<file path="src/rtl/core/bst_pkg.sv">
// Shared types and constants for the byte stream tokenizer.
// Holds token codes, character codes, the keyword table and the result record.
// No dependencies.
package bst_pkg;

    localparam int POS_W        = 24;
    localparam int CNT_W        = 16;
    localparam int LEN_W        = 16;
    localparam int VAL_W        = 31;
    localparam int TYPE_W       = 5;
    localparam int KW_CHARS     = 8;
    localparam int KW_COUNT     = 8;
    localparam int KW_LEN_W     = $clog2(KW_CHARS + 2);
    localparam int KW_IDX_W     = $clog2(KW_CHARS);
    localparam int FIFO_DEPTH   = 4;
    localparam int FIFO_PTR_W   = $clog2(FIFO_DEPTH);
    localparam int FIFO_CNT_W   = $clog2(FIFO_DEPTH + 1);
    localparam int MAX_RESULTS  = 2;

    // Token type codes
    localparam logic [TYPE_W-1:0] TT_EOF      = 5'd0;
    localparam logic [TYPE_W-1:0] TT_LPAREN   = 5'd1;
    localparam logic [TYPE_W-1:0] TT_RPAREN   = 5'd2;
    localparam logic [TYPE_W-1:0] TT_LBRACE   = 5'd3;
    localparam logic [TYPE_W-1:0] TT_RBRACE   = 5'd4;
    localparam logic [TYPE_W-1:0] TT_SEMI     = 5'd5;
    localparam logic [TYPE_W-1:0] TT_COLON    = 5'd6;
    localparam logic [TYPE_W-1:0] TT_COMMA    = 5'd7;
    localparam logic [TYPE_W-1:0] TT_DOLLAR   = 5'd8;
    localparam logic [TYPE_W-1:0] TT_BANG     = 5'd9;
    localparam logic [TYPE_W-1:0] TT_NE       = 5'd10;
    localparam logic [TYPE_W-1:0] TT_ASSIGN   = 5'd11;
    localparam logic [TYPE_W-1:0] TT_EQ       = 5'd12;
    localparam logic [TYPE_W-1:0] TT_STRING   = 5'd13;
    localparam logic [TYPE_W-1:0] TT_NUMBER   = 5'd14;
    localparam logic [TYPE_W-1:0] TT_BINARY   = 5'd15;
    localparam logic [TYPE_W-1:0] TT_IDENT    = 5'd16;
    localparam logic [TYPE_W-1:0] TT_KW_FIRST = 5'd17;
    localparam logic [TYPE_W-1:0] TT_BAD_CHAR = 5'd25;
    localparam logic [TYPE_W-1:0] TT_TOO_BIG  = 5'd26;

    // Character codes
    localparam logic [7:0] CH_TAB    = 8'h09;
    localparam logic [7:0] CH_LF     = 8'h0A;
    localparam logic [7:0] CH_CR     = 8'h0D;
    localparam logic [7:0] CH_SPACE  = 8'h20;
    localparam logic [7:0] CH_BANG   = 8'h21;
    localparam logic [7:0] CH_DQUOTE = 8'h22;
    localparam logic [7:0] CH_HASH   = 8'h23;
    localparam logic [7:0] CH_DOLLAR = 8'h24;
    localparam logic [7:0] CH_SQUOTE = 8'h27;
    localparam logic [7:0] CH_LPAREN = 8'h28;
    localparam logic [7:0] CH_RPAREN = 8'h29;
    localparam logic [7:0] CH_COMMA  = 8'h2C;
    localparam logic [7:0] CH_ZERO   = 8'h30;
    localparam logic [7:0] CH_ONE    = 8'h31;
    localparam logic [7:0] CH_NINE   = 8'h39;
    localparam logic [7:0] CH_COLON  = 8'h3A;
    localparam logic [7:0] CH_SEMI   = 8'h3B;
    localparam logic [7:0] CH_EQUAL  = 8'h3D;
    localparam logic [7:0] CH_UP_A   = 8'h41;
    localparam logic [7:0] CH_UP_Z   = 8'h5A;
    localparam logic [7:0] CH_UNDER  = 8'h5F;
    localparam logic [7:0] CH_LO_A   = 8'h61;
    localparam logic [7:0] CH_LO_B   = 8'h62;
    localparam logic [7:0] CH_LO_Z   = 8'h7A;
    localparam logic [7:0] CH_LBRACE = 8'h7B;
    localparam logic [7:0] CH_RBRACE = 8'h7D;

    // Keyword text, first character in the top byte
    typedef logic [KW_CHARS*8-1:0] t_kw_text;
    typedef logic [KW_CHARS-1:0][7:0] t_kw_buf;

    localparam t_kw_text KW_TEXT [KW_COUNT] = '{
        t_kw_text'("bitgroup") << ((KW_CHARS - 8) * 8),
        t_kw_text'("enum")     << ((KW_CHARS - 4) * 8),
        t_kw_text'("header")   << ((KW_CHARS - 6) * 8),
        t_kw_text'("include")  << ((KW_CHARS - 7) * 8),
        t_kw_text'("opcode")   << ((KW_CHARS - 6) * 8),
        t_kw_text'("type")     << ((KW_CHARS - 4) * 8),
        t_kw_text'("true")     << ((KW_CHARS - 4) * 8),
        t_kw_text'("false")    << ((KW_CHARS - 5) * 8)
    };

    localparam logic [KW_LEN_W-1:0] KW_LEN [KW_COUNT] = '{
        KW_LEN_W'(8), KW_LEN_W'(4), KW_LEN_W'(6), KW_LEN_W'(7),
        KW_LEN_W'(6), KW_LEN_W'(4), KW_LEN_W'(4), KW_LEN_W'(5)
    };

    typedef enum logic [7:0] {
        M_IDLE    = 8'b0000_0001,
        M_COMMENT = 8'b0000_0010,
        M_DEC     = 8'b0000_0100,
        M_BIN     = 8'b0000_1000,
        M_IDENT   = 8'b0001_0000,
        M_BANG    = 8'b0010_0000,
        M_EQ      = 8'b0100_0000,
        M_STR     = 8'b1000_0000
    } t_mode;

    typedef struct packed {
        logic [TYPE_W-1:0] tok_code;
        logic [POS_W-1:0]  start_offset;
        logic [LEN_W-1:0]  token_length;
        logic [CNT_W-1:0]  line_number;
        logic [CNT_W-1:0]  column_number;
        logic [VAL_W-1:0]  number_value;
        logic              last_of_run;
    } t_token;

    // Identifier or keyword code for the buffered identifier text
    function automatic logic [TYPE_W-1:0] f_ident_type(input t_kw_buf buf_text,
                                                      input logic [KW_LEN_W-1:0] len);
        logic [TYPE_W-1:0] code;
        logic              match;
        code = TT_IDENT;
        for (int k = KW_COUNT - 1; k >= 0; k--) begin
            match = (len == KW_LEN[k]);
            for (int i = 0; i < KW_CHARS; i++) begin
                if ((KW_LEN_W'(i) < KW_LEN[k]) &&
                    (buf_text[i] != KW_TEXT[k][(KW_CHARS-1-i)*8 +: 8])) begin
                    match = 1'b0;
                end
            end
            if (match) begin
                code = TYPE_W'(TT_KW_FIRST + TYPE_W'(k));
            end
        end
        return code;
    endfunction

endpackage

</file>
<file path="src/rtl/core/byte_stream_tokenizer.sv">
// Byte stream tokenizer: scans source bytes into tokens in one pass per byte.
// Depends on bst_pkg for codes, the keyword table and the token record.
//
//  channel   direction  handshake            payload
//  input     in         i_valid / o_stall    i_kind, i_source_byte
//  result    out        o_valid / i_stall    o_tok_code .. o_last_of_run
//
// One byte or end item is taken per cycle while o_stall is low; its tokens are queued the same cycle.
// A result appears on the output at the earliest in the cycle after its item is taken.
// A four-entry result queue absorbs the up to two results of an item; input
// stalls while fewer than two entries are free.
// Reset is synchronous; the scanner and the queue are ready right after it.
module byte_stream_tokenizer
    import bst_pkg::*;
(
    input  logic                i_clk,
    input  logic                i_rst_n,
    input  logic                i_valid,
    output logic                o_stall,
    input  logic                i_kind,
    input  logic [7:0]          i_source_byte,
    output logic                o_valid,
    input  logic                i_stall,
    output logic [TYPE_W-1:0]   o_tok_code,
    output logic [POS_W-1:0]    o_start_offset,
    output logic [LEN_W-1:0]    o_token_length,
    output logic [CNT_W-1:0]    o_line_number,
    output logic [CNT_W-1:0]    o_column_number,
    output logic [VAL_W-1:0]    o_number_value,
    output logic                o_last_of_run
);

    // Scanner state
    t_mode                r_mode, n_mode;
    logic [POS_W-1:0]     r_pos, n_pos;
    logic [POS_W-1:0]     r_tstart, n_tstart;
    logic [CNT_W-1:0]     r_line, n_line;
    logic [CNT_W-1:0]     r_col, n_col;
    logic [VAL_W-1:0]     r_acc, n_acc;
    logic                 r_ovf, n_ovf;
    logic                 r_quote, n_quote;
    logic [KW_LEN_W-1:0]  r_idlen, n_idlen;
    logic [LEN_W-1:0]     r_toklen, n_toklen;
    t_kw_buf              r_kw_buf;
    logic                 kw_we;
    logic [KW_IDX_W-1:0]  kw_widx;

    // Result queue
    t_token                r_fifo [FIFO_DEPTH];
    logic [FIFO_PTR_W-1:0] r_wr, r_rd;
    logic [FIFO_CNT_W-1:0] r_count;
    logic                  push, pop;
    logic [FIFO_PTR_W-1:0] wr_b;
    t_token                out_tok;

    // Per-item decode
    logic [7:0]            b;
    logic                  is_digit, is_ident, taken, pending;
    logic [CNT_W-1:0]      col_inc, line_inc;
    logic [LEN_W-1:0]      len_inc;
    logic [VAL_W+3:0]      dec_next;
    logic                  a_v, b_v;
    t_token                tok_a, tok_b;

    assign b        = i_source_byte;
    assign is_digit = (b >= CH_ZERO) && (b <= CH_NINE);
    assign is_ident = ((b >= CH_LO_A) && (b <= CH_LO_Z)) ||
                      ((b >= CH_UP_A) && (b <= CH_UP_Z)) || (b == CH_UNDER);
    assign col_inc  = (r_col == '1) ? r_col : r_col + 1'b1;
    assign line_inc = (r_line == '1) ? r_line : r_line + 1'b1;
    assign len_inc  = (r_toklen == '1) ? r_toklen : r_toklen + 1'b1;
    assign dec_next = ({4'b0, r_acc} << 3) + ({4'b0, r_acc} << 1)
                    + (VAL_W+4)'(b - CH_ZERO);

    assign push = i_valid && !o_stall;
    assign pop  = o_valid && !i_stall;

    // Does the pending token absorb this byte
    always_comb begin
        unique case (r_mode)
            M_COMMENT: taken = (b != CH_LF);
            M_DEC:     taken = is_digit || ((b == CH_LO_B) && (r_toklen == LEN_W'(1)) &&
                                            (r_acc == '0) && !r_ovf);
            M_BIN:     taken = (b == CH_ZERO) || (b == CH_ONE);
            M_IDENT:   taken = is_ident;
            M_BANG,
            M_EQ:      taken = (b == CH_EQUAL);
            M_STR:     taken = 1'b1;
            default:   taken = 1'b0;
        endcase
    end

    // Token that a non-continuing byte or the end item flushes out
    always_comb begin
        tok_a              = '0;
        tok_a.start_offset = r_tstart;
        tok_a.token_length = r_toklen;
        tok_a.line_number  = r_line;
        tok_a.column_number = r_col;
        pending            = 1'b1;
        unique case (r_mode)
            M_DEC: begin
                tok_a.tok_code     = r_ovf ? TT_TOO_BIG : TT_NUMBER;
                tok_a.number_value = r_ovf ? '0 : r_acc;
            end
            M_BIN: begin
                tok_a.tok_code     = r_ovf ? TT_TOO_BIG : TT_BINARY;
                tok_a.number_value = r_ovf ? '0 : r_acc;
            end
            M_IDENT: tok_a.tok_code = f_ident_type(r_kw_buf, r_idlen);
            M_BANG:  tok_a.tok_code = TT_BANG;
            M_EQ:    tok_a.tok_code = TT_ASSIGN;
            M_STR:   tok_a.tok_code = TT_STRING;
            default: pending = 1'b0;
        endcase
    end

    always_comb begin
        n_mode   = r_mode;
        n_pos    = r_pos;
        n_tstart = r_tstart;
        n_line   = r_line;
        n_col    = r_col;
        n_acc    = r_acc;
        n_ovf    = r_ovf;
        n_quote  = r_quote;
        n_idlen  = r_idlen;
        n_toklen = r_toklen;
        kw_we    = 1'b0;
        kw_widx  = r_idlen[KW_IDX_W-1:0];
        a_v      = 1'b0;
        b_v      = 1'b0;
        tok_b               = '0;
        tok_b.start_offset  = r_pos;
        tok_b.line_number   = r_line;
        tok_b.column_number = col_inc;

        if (i_kind) begin
            a_v    = pending;
            b_v    = 1'b1;
            tok_b.tok_code = TT_EOF;
            n_col  = col_inc;
            n_mode = M_IDLE;
        end else if (taken) begin
            n_pos    = r_pos + 1'b1;
            n_col    = col_inc;
            n_toklen = len_inc;
            tok_b.start_offset = r_tstart;
            tok_b.token_length = len_inc;
            unique case (r_mode)
                M_DEC: begin
                    if (!is_digit) begin
                        n_mode = M_BIN;
                    end else if (!r_ovf) begin
                        if (dec_next[VAL_W+3:VAL_W] != '0) begin
                            n_ovf = 1'b1;
                        end else begin
                            n_acc = dec_next[VAL_W-1:0];
                        end
                    end
                end
                M_BIN: begin
                    if (!r_ovf) begin
                        if (r_acc[VAL_W-1]) begin
                            n_ovf = 1'b1;
                        end else begin
                            n_acc = {r_acc[VAL_W-2:0], b[0]};
                        end
                    end
                end
                M_IDENT: begin
                    kw_we = (r_idlen < KW_LEN_W'(KW_CHARS));
                    if (r_idlen <= KW_LEN_W'(KW_CHARS)) begin
                        n_idlen = r_idlen + 1'b1;
                    end
                end
                M_BANG, M_EQ: begin
                    b_v    = 1'b1;
                    tok_b.tok_code = (r_mode == M_BANG) ? TT_NE : TT_EQ;
                    n_mode = M_IDLE;
                end
                M_STR: begin
                    if (b == (r_quote ? CH_SQUOTE : CH_DQUOTE)) begin
                        b_v    = 1'b1;
                        tok_b.tok_code = TT_STRING;
                        n_mode = M_IDLE;
                    end
                end
                default: ;
            endcase
        end else begin
            // Flush the pending token, then start a new one on this byte
            a_v      = pending;
            n_tstart = r_pos;
            n_pos    = r_pos + 1'b1;
            n_toklen = LEN_W'(1);
            n_col    = col_inc;
            n_mode   = M_IDLE;
            tok_b.token_length = LEN_W'(1);
            unique case (b) inside
                CH_LF: begin
                    n_line = line_inc;
                    n_col  = CNT_W'(1);
                end
                CH_SPACE, CH_TAB, CH_CR: ;
                CH_HASH:   n_mode = M_COMMENT;
                [CH_ZERO:CH_NINE]: begin
                    n_acc  = VAL_W'(b - CH_ZERO);
                    n_ovf  = 1'b0;
                    n_mode = M_DEC;
                end
                [CH_LO_A:CH_LO_Z], [CH_UP_A:CH_UP_Z], CH_UNDER: begin
                    kw_we   = 1'b1;
                    kw_widx = '0;
                    n_idlen = KW_LEN_W'(1);
                    n_mode  = M_IDENT;
                end
                CH_LPAREN: begin b_v = 1'b1; tok_b.tok_code = TT_LPAREN; end
                CH_RPAREN: begin b_v = 1'b1; tok_b.tok_code = TT_RPAREN; end
                CH_LBRACE: begin b_v = 1'b1; tok_b.tok_code = TT_LBRACE; end
                CH_RBRACE: begin b_v = 1'b1; tok_b.tok_code = TT_RBRACE; end
                CH_SEMI:   begin b_v = 1'b1; tok_b.tok_code = TT_SEMI;   end
                CH_COLON:  begin b_v = 1'b1; tok_b.tok_code = TT_COLON;  end
                CH_COMMA:  begin b_v = 1'b1; tok_b.tok_code = TT_COMMA;  end
                CH_DOLLAR: begin b_v = 1'b1; tok_b.tok_code = TT_DOLLAR; end
                CH_BANG:   n_mode = M_BANG;
                CH_EQUAL:  n_mode = M_EQ;
                CH_DQUOTE, CH_SQUOTE: begin
                    n_quote = (b == CH_SQUOTE);
                    n_mode  = M_STR;
                end
                default: begin
                    b_v = 1'b1;
                    tok_b.tok_code = TT_BAD_CHAR;
                end
            endcase
        end
        tok_a.last_of_run = !b_v;
        tok_b.last_of_run = 1'b1;
    end

    always_ff @(posedge i_clk) begin
        if (!i_rst_n) begin
            r_mode   <= M_IDLE;
            r_pos    <= '0;
            r_tstart <= '0;
            r_line   <= CNT_W'(1);
            r_col    <= CNT_W'(1);
            r_acc    <= '0;
            r_ovf    <= 1'b0;
            r_quote  <= 1'b0;
            r_idlen  <= '0;
            r_toklen <= '0;
        end else if (push) begin
            r_mode   <= n_mode;
            r_pos    <= n_pos;
            r_tstart <= n_tstart;
            r_line   <= n_line;
            r_col    <= n_col;
            r_acc    <= n_acc;
            r_ovf    <= n_ovf;
            r_quote  <= n_quote;
            r_idlen  <= n_idlen;
            r_toklen <= n_toklen;
        end
    end

    always_ff @(posedge i_clk) begin
        if (push && !i_kind && kw_we) begin
            r_kw_buf[kw_widx] <= b;
        end
    end

    // Result queue: up to two writes per item, one read per cycle while i_stall is low
    assign wr_b = r_wr + FIFO_PTR_W'(a_v);

    always_ff @(posedge i_clk) begin
        if (push) begin
            if (a_v) begin
                r_fifo[r_wr] <= tok_a;
            end
            if (b_v) begin
                r_fifo[wr_b] <= tok_b;
            end
        end
    end

    always_ff @(posedge i_clk) begin
        if (!i_rst_n) begin
            r_wr    <= '0;
            r_rd    <= '0;
            r_count <= '0;
        end else begin
            if (push) begin
                r_wr <= r_wr + FIFO_PTR_W'(a_v) + FIFO_PTR_W'(b_v);
            end
            if (pop) begin
                r_rd <= r_rd + 1'b1;
            end
            r_count <= r_count + (push ? FIFO_CNT_W'(a_v) + FIFO_CNT_W'(b_v) : '0)
                     - FIFO_CNT_W'(pop);
        end
    end

    assign o_stall = (r_count > FIFO_CNT_W'(FIFO_DEPTH - MAX_RESULTS));
    assign o_valid = (r_count != '0);
    assign out_tok = r_fifo[r_rd];

    assign o_tok_code      = out_tok.tok_code;
    assign o_start_offset  = out_tok.start_offset;
    assign o_token_length  = out_tok.token_length;
    assign o_line_number   = out_tok.line_number;
    assign o_column_number = out_tok.column_number;
    assign o_number_value  = out_tok.number_value;
    assign o_last_of_run   = out_tok.last_of_run;

    a_count_bound: assert property (@(posedge i_clk) disable iff (!i_rst_n)
        r_count <= FIFO_CNT_W'(FIFO_DEPTH))
        else $error("result queue overfilled");

    a_end_idles: assert property (@(posedge i_clk) disable iff (!i_rst_n)
        (push && i_kind) |=> (r_mode == M_IDLE))
        else $error("scanner not idle after end item");

    a_end_emits: assert property (@(posedge i_clk) disable iff (!i_rst_n)
        (push && i_kind && !pop) |=> (r_count > $past(r_count)))
        else $error("end item queued no result");

    a_counters_nonzero: assert property (@(posedge i_clk) disable iff (!i_rst_n)
        (r_line != '0) && (r_col != '0))
        else $error("line or column counter reached zero");

endmodule

</file>
<file path="config.mk">
export PLATFORM = sky130hd
export DESIGN_NAME = byte_stream_tokenizer
export DESIGN_NICKNAME = d
export VERILOG_FILES = /design/src/rtl/core/bst_pkg.sv /design/src/rtl/core/byte_stream_tokenizer.sv
export SDC_FILE = /design/constraint.sdc
export NUM_CORES = 1
export LEC_CHECK = 0
export ABC_AREA = 1
export BUFFER_PORTS_ARGS = -buffer_cell sky130_fd_sc_hd__buf_2
export CAP_MARGIN = 5
export CORE_UTILIZATION = 55
export DETAILED_ROUTE_END_ITERATION = 7
export PLACE_DENSITY = 0.7
export SLEW_MARGIN = 20
export SYNTH_ARGS = -nofsm -noshare
export SYNTH_HDL_FRONTEND = slang
export SYNTH_SLANG_ARGS = --single-unit
</file>
<file path="constraint.sdc">
create_clock -name i_clk -period 10.23 [get_ports i_clk]
set_clock_uncertainty 0.05 [all_clocks]
set_input_delay 0.5115 -clock i_clk [delete_from_list [all_inputs] [get_ports i_clk]]
set_output_delay 0.5115 -clock i_clk [all_outputs]
set_load 0.005 [all_outputs]
</file>
-- Word-level counts from Yosys, hierarchy flattened
Memory sizes are Yosys's and may differ from the RTL's. A register that Yosys moved wholly into a read port is not among the register bits.
Cells that the tools add are included.
- memory bits (writable): 436
- output and inout port bits: 111
- bits in read-only memories: 0
- flip-flop bits (word level): 212
- latch bits: 0
- memories kept: 1
- input port bits: 13
- memories (name ; words ; bits a word ; read ports ; clocked after Yosys merged registers in ; wr ports ; line ; source):
    r_fifo ; 4 ; 109 ; 1 ; 1 ; 2 ; byte_stream_tokenizer.sv:49 ; t_token r_fifo [FIFO_DEPTH];
- multiply operators: 0
- div/mod/pow operators: 0
- magnitude comparators: 11
- reduce and logical (&&, ||, !) cells: 38
- shift-type cells: 0
- bitwise logic cells: 3
- mux-type cells: 133
- add/sub/neg operators: 15
- equal/unequal tests: 88
- operators by type and width (cell ; number):
    $ne A8 B7 Y1 const B ; 38
    $mux W31 ; 9
    $eq A8 B6 Y1 const B ; 15
    $mux W16 ; 6
    $mux W1 ; 75
    $bwmux W64 ; 1
    $pmux W31 S2 ; 1
    $add A16 B1 Y16 const B ; 3
    $eq A16 B16 Y1 const B ; 3
    $pmux W8 S6 ; 1
    $pmux W5 S9 ; 1
    $eq A8 B7 Y1 const B ; 5
    $mux W4 ; 10
    $mux W40 ; 1
    $mux W8 ; 5
    $add A34 B32 Y35 ; 1
    $add A35 B35 Y35 ; 1
    $mux W5 ; 7
    $eq A8 B4 Y1 const B ; 4
    $logic_not A31 Y1 ; 1
    $pmux W5 S6 ; 1
    $add A24 B1 Y24 const B ; 1
    $demux W8 S3 ; 1
    $mux W24 ; 1
    other kinds (53) ; 96

-- Longest topological paths before layout
- depth in word-level cells: 16
- gate-level depth with buffers: 26
- mapped depth without buffers: 25

-- Least setup slack after synthesis
Ideal clock, no wire load.
- path kind: in2reg
- start point: in i_source_byte[2]
- end point: mem r_fifo[3][54] (netlist name), data pin
- buffers on the path: 4
- setup time: 139 ps
- stages on the path: 23
- data required time: 10041 ps
- path slack: 4433 ps
- arrival time: 5608 ps
- cells stage by stage: buf_2 nor2_2 nand2_1 nand2_1 nand2_1 nand3_1 nand3_2 nand2_1 nand3_2 nand2_1 inv_2 nor2_8 clkbuf_1 ha_1 xor2_1 inv_1 nor2_1 nand3_1 buf_2 nand2_1 inv_2 buf_2 nor2_1
- RTL lines (item ; line ; source):
    start, declared ; byte_stream_tokenizer.sv:21 ; input logic [7:0] i_source_byte,
    end, declared ; byte_stream_tokenizer.sv:49 ;

==> metrics.csv <==
metric,value,unit
outcome,"finished, final reports clean",
rows,94,
fin_crit,6503,ps
die_w,259.9,um
ys_seq_area_share,45.76,%
p_leak,16.04,nW
crit_fanout,70,
ys.flop_type,edfxtp_1,
syn-num-nets,5008,
p_per_area,194.8,nW/um^2
wire_per_inst,18.64,um
drcViolationCount,0,
busiest_layer,met2,
fin_cells,5796,
viasPerCell,5.777,
synth_top_area_cell,edfxtp_1,
dieArea,67530,um^2
drive_above_1_share,6.671,%
coreArea,65750,um^2
ir_drop,0.1440,mV
rsz0062_at_grt,false,
finalSetupViolCount,0,
grt.overflow.total,0,
via_count,33490,
cp-end-kind,register,
regToRegStartpoint,r_mode[4],
clk_path_buf_depth,3,
clk_pin_slew_worst_paths,60,ps
criticalPathCategory,register to register,
critPathArrivalTime,6930,ps
drt_iter0_drc,3136,
grt_max_degree,128,
antenna_found_initial,1,
gr-usage-met2,52.04,%
cts-buffers-inserted,72,
synth.area.top_cells,"edfxtp_1 (31%), dfxtp_1 (15%), nand2_1 (11%)",
hold_violations,0,
layout_common_cells,"nand2_1 (1095), nor2_1 (772), inv_1 (496)",
min-delay-start,i_stall,
use_met3,3.869,%
hold_class,input port to register,
dr.pass1.iters,6,
setup_ws,3727,ps
final_common_cell,nand2_1,
final_util,60.90,%
start_util,55.63,%
grt_pass1_vias,30860,
synthToLayoutAreaGrowth,9.491,%
gp_congestion,0.9573,
synth-async-reset-ratio,0,%
final_area,40040,um^2
ios,124,
dp_cells,5664,
crit_start,r_mode[4],
fmax,0.1538,GHz
io_buffers,123,
fin_crit_sh,63.57,%
use_met1,43.00,%
cts_root_buf,clkbuf_16,
cts_hold_buffers,0,
tightest_slew,1169,ps
cts_num_sinks,650,
fin_hold_ws,175.5,ps
yosysWarnings,0,
dpl_cell_area,37580,um^2
synth-edff-count,372,
place_ws,3344,ps
power,7.798,mW
postSynthAreaPerCell,7.453,um^2
track_usage,31.76,%
critPathRequiredTime,10660,ps
cts_tree,built,
grt_pass1_wl,169600,um
clk_latency,630,ps
cts_resized,0,
cts_max_level,3,
synth_top_area_share,30.55,%
max_slew_margin,21.88,%
synth_cell_types,44,
die_h,259.9,um
cts_setup_buffers,0,
slew_viol_final,0,
syn_inst,4907,
maxCapViolCount,0,
startpoint_type,register,
setup-tns-final,0,ps
nets,4975,
synth_seq_cells,650,
hpwl,68770,um
wirelength,108000,um
ant_nets,0,
synth_area,36570,um^2
diodes,0,
-- final timing paths --
| path | end | slack, ps | cells after the start |
|---|---|---|---|
| max | r_fifo[0][53] | 3730 | 20 |
| min | r_rd[0] | 180 | 3 |
| max reg2reg | r_fifo[0][53] | 3730 | 20 |
| min reg2reg | r_fifo[2][0] | 400 | 2 |
-- metal layers --
| metal | part of all wire (%) | wire length (um) |
|---|---|---|
| met1 | 43 | 45930 |
| met2 | 47 | 50330 |
| met3 | 7.9 | 8534 |
| met4 | 3.0 | 3244 |
| met5 | 0 | 0 |
-- worst max-delay path, cell delays in order (launching register included) --
cell     delay (ps)
dfxtp_1         330
nor2_1          220
nand2_1         140
inv_1            90
nand4_1          70
buf_4           240
a21oi_1         290
nor2_2          100
nand3_2          90
nand2_1          50
buf_4           270
inv_2           440
nor2_8           40
ha_1            200
xor2_1          180
nor2_1          680
nand3_4         810
nand2_4         890
buf_4           650
inv_2           290
nor2_1          160
-- final cells by class --
cell class | instances | area [um^2]
inverter | 517 | 1951
clock buffer | 98 | 2024
tap | 864 | 1081
sequential | 650 | 16740
fill | 5933 | 25700
clock inverter | 34 | 436.7
timing repair buffer | 170 | 968.4
multi-input combinational | 3463 | 16840
-- synthesized netlist by cell type, types with 31 or more instances --
master and instances:
nor2_1 775, a21boi_1 82, buf_2 73, o21ai_0 470
fa_1 31, ha_1 57, nor3_1 79, o22ai_1 89
edfxtp_1 372, nand4_1 166, clkbuf_1 181, dfxtp_1 278
nand3_1 180, o21ai_1 86, a21oi_1 230, nand2_1 1099
inv_1 499
-- cell families after synthesis --
kind of cell / synth area share, %
and+or+nand+nor: 26.83
buffers and inverters: 8.492
xor gates and xnor gates: 0.7903
DFF: 45.76
AOI/OAI and AO/OA: 14.48
adders and majority gates: 3.647
-- sequential cells by signal, summed over array words and instances (netlist names), named ones only --
register,flops
r_wr,2
r_idlen,4
r_quote,1
r_acc,31
r_toklen,16
r_ovf,1
r_pos,24
r_col,16
r_mode,8
r_kw_buf,64
r_rd,2
r_fifo,436
r_line,16
r_tstart,24
r_count,3
-- power breakdown --
| part | switching [mW] | total [mW] | leakage [nW] | internal [mW] |
|---|---|---|---|---|
| Combinational | 1.37 | 1.90 | 9.25 | 0.531 |
| Clock | 1.11 | 2.72 | 1.18 | 1.60 |
| Sequential | 0.103 | 3.19 | 5.61 | 3.08 |
(Power assumes the default switching activity.)
